### src/rtl/wspl_pkg.sv
// package for the wildcard stroke prefix lookup
// types, codes and defaults shared by the candidate cells and the top level
`timescale 1ns / 1ps

package wspl_pkg;

  localparam int unsigned MAX_STROKES_DEF    = 16;
  localparam int unsigned TABLE_DEPTH_DEF    = 1024;
  localparam int unsigned MAX_CANDIDATES_DEF = 64;

  localparam int unsigned SEQ_W   = 48;
  localparam int unsigned CHAR_W  = 21;
  localparam int unsigned SCORE_W = 32;
  localparam int unsigned LEN_W   = 5;

  localparam logic [2:0] WILDCARD = 3'd7;

  typedef enum logic [1:0] {
    REQ_CLEAR = 2'd0,
    REQ_LOAD  = 2'd1,
    REQ_QUERY = 2'd2,
    REQ_NONE  = 2'd3
  } req_t;

  typedef enum logic [2:0] {
    ST_OK        = 3'd0,
    ST_TOO_LONG  = 3'd1,
    ST_BAD_STROKE = 3'd2,
    ST_FULL      = 3'd3,
    ST_BAD_REC   = 3'd4,
    ST_MISORDER  = 3'd5,
    ST_TRUNC     = 3'd6
  } status_t;

  // one candidate as it travels along the cell row
  typedef struct packed {
    logic               vld;
    logic [CHAR_W-1:0]  ch;
    logic [SCORE_W-1:0] score;
    logic               exact;
  } cand_t;

endpackage

### src/rtl/wspl_cell.sv
// one cell of the sorted candidate row
// keeps one candidate and passes the displaced one to its right neighbor; uses wspl_pkg
`timescale 1ns / 1ps

module wspl_cell (
  input  logic           clk,
  input  logic           clr,
  input  logic           ins_en,
  input  wspl_pkg::cand_t in_cand,
  input  logic           shift_en,
  input  wspl_pkg::cand_t shift_in,
  output wspl_pkg::cand_t held,
  output wspl_pkg::cand_t pass_out
);

  wspl_pkg::cand_t slot;
  wspl_pkg::cand_t carry;

  assign held = slot;
  assign pass_out = carry;

  always_ff @(posedge clk) begin
    if (clr) begin
      slot.vld  <= 1'b0;
      carry.vld <= 1'b0;
    end else if (shift_en) begin
      // drain: each cell takes the slot of its right neighbor
      slot  <= shift_in;
      carry.vld <= 1'b0;
    end else if (ins_en && in_cand.vld) begin
      if (!slot.vld || in_cand.ch < slot.ch) begin
        slot  <= in_cand;
        carry <= slot;
      end else if (in_cand.ch == slot.ch) begin
        if (in_cand.score > slot.score) slot.score <= in_cand.score;
        slot.exact <= slot.exact | in_cand.exact;
        carry.vld  <= 1'b0;
      end else begin
        carry <= in_cand;
      end
    end else if (ins_en) begin
      carry.vld <= 1'b0;
    end
  end

endmodule

### config.mk
export PLATFORM = sky130hd
export DESIGN_NAME = wspl_cell
export DESIGN_NICKNAME = d
export VERILOG_FILES = /design/src/rtl/wspl_pkg.sv /design/src/rtl/wspl_cell.sv
export SDC_FILE = /design/constraint.sdc
export NUM_CORES = 1
export LEC_CHECK = 0
export ABC_AREA = 1
export BUFFER_PORTS_ARGS = -buffer_cell sky130_fd_sc_hd__buf_2
export CORE_MARGIN = 2
export CORE_UTILIZATION = 43
export DETAILED_ROUTE_END_ITERATION = 10
export GPL_TIMING_DRIVEN = 1
export PLACE_DENSITY_LB_ADDON = 0.3
export SLEW_MARGIN = 20
export SYNTH_ARGS = -nofsm -noshare
export SYNTH_HDL_FRONTEND = slang
export SYNTH_SLANG_ARGS = --single-unit
export TNS_END_PERCENT = 30
### constraint.sdc
create_clock -name clk -period 5.08 [get_ports clk]
set_input_delay 1.016 -clock clk [delete_from_list [all_inputs] [get_ports clk]]
set_output_delay 1.016 -clock clk [all_outputs]
set_load 0.02 [all_outputs]
==> impl_metrics.csv, run 1 <==
group,metric,value,unit
sta,max_slew_margin,33.8,%
routing,vias,5098,
global_routing,grt_pass1_wl,22700,µm
sta,fin_worst_skew,0.00827,ns
logic_synthesis,synth_edf_count,108,
floorplan,die-area,15200,µm²
cells_and_area,fin_nets,1051,
min_path,hold_path_depth,2,
worst_setup_path,worst-path-max-fanout,52,
floorplan,die_y,123,µm
logic_synthesis,synth_fp_nets,835,
cells_and_area,syn_to_final_growth,24.9,%
place,port-buffer-count,223,
sta,worstMarginPinSlew,0.994,ns
global_routing,grt-ovfl-total,0,
logic_synthesis,synth_area_leaders,"edfxtp_1, ha_1, nand2_1, inv_1, o21ai_0",
logic_synthesis,avgSynthCellArea,9.18,µm²
worst_setup_path,cp.arrival,3.45,ns
sta,drv_slew,0,
place,gp_congestion,0.805,
floorplan,die_x,123,µm
logic_synthesis,yosys_warnings,0,
clocking,root_buffer,"clkbuf_16",
power,power_density,274,nW/µm²
logic_synthesis,synth_top_area_share,52.9,%
logic_synthesis,synth_cell_types,27,
clocking,ctsLongestPathBuffers,2,
power,total_leakage_power,0.00387,µW
place,hpwl,11000,µm
sta,min_period,3.42,ns
logic_synthesis,async_flop_share,0,%
global_routing,grt_max_degree,107,
clocking,cts_setup_buffers,0,
worst_setup_path,critPathCaptureType,"flip-flop",
routing,drt_iter0_drc,290,
worst_setup_path,required,5.11,ns
logic_synthesis,synth_ff_type,"edfxtp_1",
global_routing,grt_usage,19.4,%
routing,wirelength,14700,µm
sta,setup_tns,0,ns
logic_synthesis,ys_seq_elements,110,
worst_setup_path,reg2reg_from,"held[51]$_DFFE_PP_",
logic_synthesis,yosysTopAreaCell,"edfxtp_1",
floorplan,row_count,43,
min_path,hold_start,"pass_out[54]$_SDFFE_PP0P_",
logic_synthesis,ys_seq_area_share,53.5,%
sta,setup_violations,0,
sta,finalHoldViolCount,0,
routing,ant_nets,0,
outcome,outcome,"completed",
clocking,numCtsBuffers,9,
floorplan,ioPinCount,224,
clocking,clock_sinks,110,
clocking,tritoncts,"yes",
global_routing,grt_pass1_vias,4688,
floorplan,coreArea,13900,µm²
routing,firstDrtPassIters,5,
sta,rsz0062_at_grt,"false",
floorplan,start_util,44.2,%
clocking,clkLatencyLatePin,0.34,ns
sta,timing.final.crit_share,67.3,%
power,vdd_drop_max,0.138,mV
worst_setup_path,startpoint_type,"primary input",
cells_and_area,drive_above_1_share,28.1,%
cells_and_area,diodes,0,
run,drv_cap,0,
worst_setup_path,crit_path_start,"in_cand[53]",
routing,via_per_inst,4.77,
clocking,cts_hold_buffers,0,
global_routing,antenna_found_initial,0,
routing,wl_per_cell,13.7,µm
cells_and_area,fillers,1297,
worst_setup_path,reg2reg_depth,12,
sta,max_freq,292,MHz
worst_setup_path,criticalPathCategory,"in -> reg",
clocking,path_clk_slew,0.07,ns
cells_and_area,fin_util,55.2,%
clocking,cts_max_level,3,
logic_synthesis,synth_cells,668,
clocking,ctsResizeCount,0,
routing,remaining_drc_errors,0,
min_path,hold_class,"reg -> reg",
logic_synthesis,syn_area,6130,µm²
logic_synthesis,ys_top_cells_by_count,"nand2_1, inv_1, edfxtp_1",
logic_synthesis,yosysMostFrequentCell,"nand2_1",
## kinds of logic (layout without fill, tap and decap cells)
kind of cell / Yosys count / in the layout / share of synthesized area, %
AND/OR/NAND/NOR: 209 / 209 / 13.7
buffers and inverters: 153 / 374 / 9.79
AO/OA/AOI/OAI: 143 / 143 / 12.1
flip-flops: 110 / 110 / 53.5
adder cells (fa/ha/maj): 53 / 53 / 10.8
## state kept, by name, indices dropped and copies added, names as in the netlist
register	flops
held	55
pass_out	55
## final timing paths
| kind | endpoint | slack [ns] |
|---|---|---|
| worst max-delay path | pass_out[12]$_DFFE_PP_ | 1.66 |
| worst max register to register | pass_out[12]$_DFFE_PP_ | 2.03 |
| worst min-delay path | pass_out[54]$_SDFFE_PP0P_ | 0.47 |
| worst min register to register | pass_out[54]$_SDFFE_PP0P_ | 0.47 |
## placed cells by master, fill, tap and decap left out, types with 3 or more instances in the layout
| cell | count |
|---|---|
| buf_2 | 222 |
| nand2_1 | 174 |
| inv_1 | 129 |
| edfxtp_1 | 108 |
| o21ai_0 | 66 |
| ha_1 | 53 |
| o21ai_1 | 45 |
| a21oi_1 | 22 |
| nor2_1 | 16 |
| clkbuf_16 | 9 |
| nand3_1 | 6 |
| buf_4 | 6 |
| o21ai_2 | 4 |
| nor3_1 | 3 |
| clkinv_1 | 3 |
## through the flow
stage / cell area, µm² / setup WS [ns] / hold WS, ns / power [µW] / instances
floorplan: 6130 / 1.51 / 0.538 / 1340 / 668
global placement: 7400 / 1.33 / 0.456 / 1470 / 1053
detailed placement: 7400 / 1.28 / 0.458 / 1480 / 1053
CTS: 7660 / 1.65 / 0.469 / 2120 / 1069
global route: 7660 / 1.41 / 0.515 / 2210 / 1069
finish: 7660 / 1.66 / 0.470 / 2100 / 1069
## per-layer routing
layer / wire length (µm) / vias up / global-route usage, %
met3: 865 / 22 / 3.04
met1: 6350 / 2284 / 25.8
met5: 0 / - / 0
li1: - / 2618 / -
met4: 376 / 0 / 8.59
met2: 7100 / 174 / 31.3
## worst max-delay path, stage by stage
cell and delay, ns:
buf_2 0.11, ha_1 0.31, nand2_2 0.11, inv_1 0.04, nand2_1 0.05, nand3_1 0.07
nor2_1 0.16, nand3_2 0.14, nand2_4 0.43, o21ai_0 0.17, inv_2 0.46, buf_4 0.37
## power breakdown
group	switching (µW)	internal (µW)	total (µW)	leakage (µW)
Sequential	24.3	1060	1080	0.00102
Clock	311	329	640	0.000118
Combinational	237	139	376	0.00273
Total	572	1520	2100	0.00387
## area by class of cell
cell class	count	area, µm²	share of cell area [%]
inverter	130	488	6.37
clock buffer	11	233	3.04
multi-input combinational	405	2250	29.4
tap	180	225	2.94
timing repair buffer	228	1160	15.1
clock inverter	5	26.3	0.343
sequential	110	3280	42.9
Power figures use the tool's default switching activity.
==> run 2, diff against run 1 <==
- clock period: 5.08 -> 3 ns (I/O delays scaled with it)
==> run 2 against run 1 <==
Critical path depth unchanged. Sequential power increased by 69%. Critical endpoint is now pass_out[20]$_DFFE_PP_. Cell count unchanged. Largest cell class unchanged. Clock skew decreased by 0.0027 ns. Core utilization increased by 0.14 points. Count of clock-buffer cells in the layout increased by 1.
==> impl_metrics.csv, run 2 (synthesis gave the netlist of run 1 again) <==
group,metric,value,unit
outcome,outcome,"completed",
routing,ant_nets,0,
clocking,cts_setup_buffers,0,
power,total_leakage_power,0.00388,µW
routing,remaining_drc_errors,0,
worst_setup_path,worst-path-max-fanout,37,
global_routing,grt_pass1_wl,23100,µm
worst_setup_path,required,2.99,ns
floorplan,row_count,43,
place,hpwl,10900,µm
global_routing,grt_usage,19.8,%
routing,via_per_inst,4.74,
sta,fin_worst_skew,0.00556,ns
cells_and_area,diodes,0,
sta,finalHoldViolCount,0,
worst_setup_path,criticalPathCategory,"reg -> reg",
floorplan,start_util,44.2,%
floorplan,die_x,123,µm
sta,min_period,2.41,ns
routing,wirelength,14800,µm
global_routing,grt_pass1_vias,4800,
worst_setup_path,cp.arrival,2.40,ns
min_path,hold_path_depth,3,
sta,max_slew_margin,31.4,%
floorplan,die_y,123,µm
power,vdd_drop_max,0.236,mV
floorplan,ioPinCount,224,
worst_setup_path,startpoint_type,"flip-flop",
sta,timing.final.crit_share,80.4,%
routing,firstDrtPassIters,4,
sta,setup_violations,0,
place,pre_cts_ws,0.285,ns
clocking,cts_max_level,3,
place,port-buffer-count,223,
sta,worst_slack,0.587,ns
min_path,holdPathEnd,"held[54]$_SDFFE_PP0P_",
global_routing,grt-ovfl-total,0,
clocking,ctsResizeCount,0,
worst_setup_path,r2r_slack,0.59,ns
run,drv_cap,0,
place,gp_congestion,0.818,
clocking,tritoncts,"yes",
worst_setup_path,critPathCaptureType,"flip-flop",
routing,wl_per_cell,13.9,µm
clocking,clkLatencyLatePin,0.35,ns
sta,rsz0062_at_grt,"false",
sta,drv_slew,0,
clocking,numCtsBuffers,9,
cells_and_area,layout_common_cells,"buf_2, nand2_1, inv_1",
min_path,hold_start,"shift_in[54]",
sta,setup_tns,0,ns
routing,vias,5070,
routing,drt_iter0_drc,258,
sta,max_freq,414,MHz
clocking,root_buffer,"clkbuf_16",
power,power_density,463,nW/µm²
min_path,hold_class,"in -> reg",
worst_setup_path,reg2reg_depth,12,
clocking,path_clk_slew,0.07,ns
clocking,ctsLongestPathBuffers,2,
global_routing,antenna_found_initial,0,
cells_and_area,syn_to_final_growth,25.2,%
clocking,clock_sinks,110,
global_routing,grt_max_degree,109,
worst_setup_path,r2r-end,"pass_out[20]$_DFFE_PP_",
cells_and_area,drive_above_1_share,28.3,%
worst_setup_path,reg2reg_from,"held[53]$_DFFE_PP_",
cells_and_area,fin_nets,1052,
floorplan,coreArea,13900,µm²
clocking,cts_hold_buffers,0,
cells_and_area,final_common_cell,"buf_2",
floorplan,die-area,15200,µm²
sta,worstMarginPinSlew,1.03,ns
-- run 2: report_power, final --
| group | internal, µW | total [µW] | switching (µW) |
|---|---|---|---|
| clock network | 554 | 1080 | 528 |
| registers | 1790 | 1830 | 42.8 |
| logic | 240 | 641 | 401 |
-- run 2: worst max-delay path: stages, from the launching register on --
cell and delay, ns:
edfxtp_1 0.42, inv_1 0.08, ha_1 0.24, nand2_2 0.10, inv_1 0.04, nand2_1 0.06, nand3_1 0.07, nor2_1 0.17
nand3_2 0.14, nand2_4 0.10, o21ai_2 0.07, clkinvlp_4 0.07, buf_4 0.44
-- run 2: how the worst max path moves through the flow --
| stage | startpoint | to | slack [ns] | depth (start not counted) |
|---|---|---|---|---|
| 2_1_floorplan | in_cand[53] | pass_out[0]$_DFFE_PP_ | 0.006 | 11 |
| 3_3_place_gp | in_cand[53] | pass_out[21]$_DFFE_PP_ | 0.28 | 12 |
| 3_5_place_dp | in_cand[53] | pass_out[20]$_DFFE_PP_ | 0.28 | 12 |
| 4_1_cts | held[53]$_DFFE_PP_ | pass_out[15]$_DFFE_PP_ | 0.57 | 12 |
| 5_1_grt | held[53]$_DFFE_PP_ | held[11]$_DFFE_PP_ | 0.41 | 12 |
| 6_report | held[53]$_DFFE_PP_ | pass_out[20]$_DFFE_PP_ | 0.59 | 12 |
-- run 2: stage by stage --
| stage | cell area (µm²) | instances | hold WS, ns | total power (µW) | util [%] |
|---|---|---|---|---|---|
| 2_1_floorplan | 6140 | 668 | 0.538 | 2270 | - |
| 5_1_grt | 7680 | 1069 | 0.479 | 3720 | 55.3 |
| 3_5_place_dp | 7430 | 1054 | 0.478 | 2510 | 53.5 |
| 3_3_place_gp | 7430 | 1054 | 0.467 | 2500 | 53.5 |
| 4_1_cts | 7680 | 1069 | 0.474 | 3580 | 55.3 |
| 6_report | 7680 | 1069 | 0.483 | 3550 | 55.3 |
-- run 2: layer usage --
| metal | share of wire (%) | global-route usage, % | vias to the layer above |
|---|---|---|---|
| met1 | 45 | 26.4 | 2293 |
| met2 | 47 | 32.1 | 136 |
| met4 | 2.6 | 9.02 | 0 |
| met3 | 4.9 | 2.58 | 23 |
| li1 | - | - | 2618 |
| met5 | 0 | 0 | - |
-- run 2: cell type report --
class / instances / area [µm²]
Timing Repair Buffer: 229 / 1180
Clock buffer: 12 / 236
Inverter: 130 / 492
Fill cell: 1337 / 6200
Clock inverter: 3 / 12.5
Multi-Input combinational cell: 405 / 2250
Tap cell: 180 / 225
Sequential cell: 110 / 3280
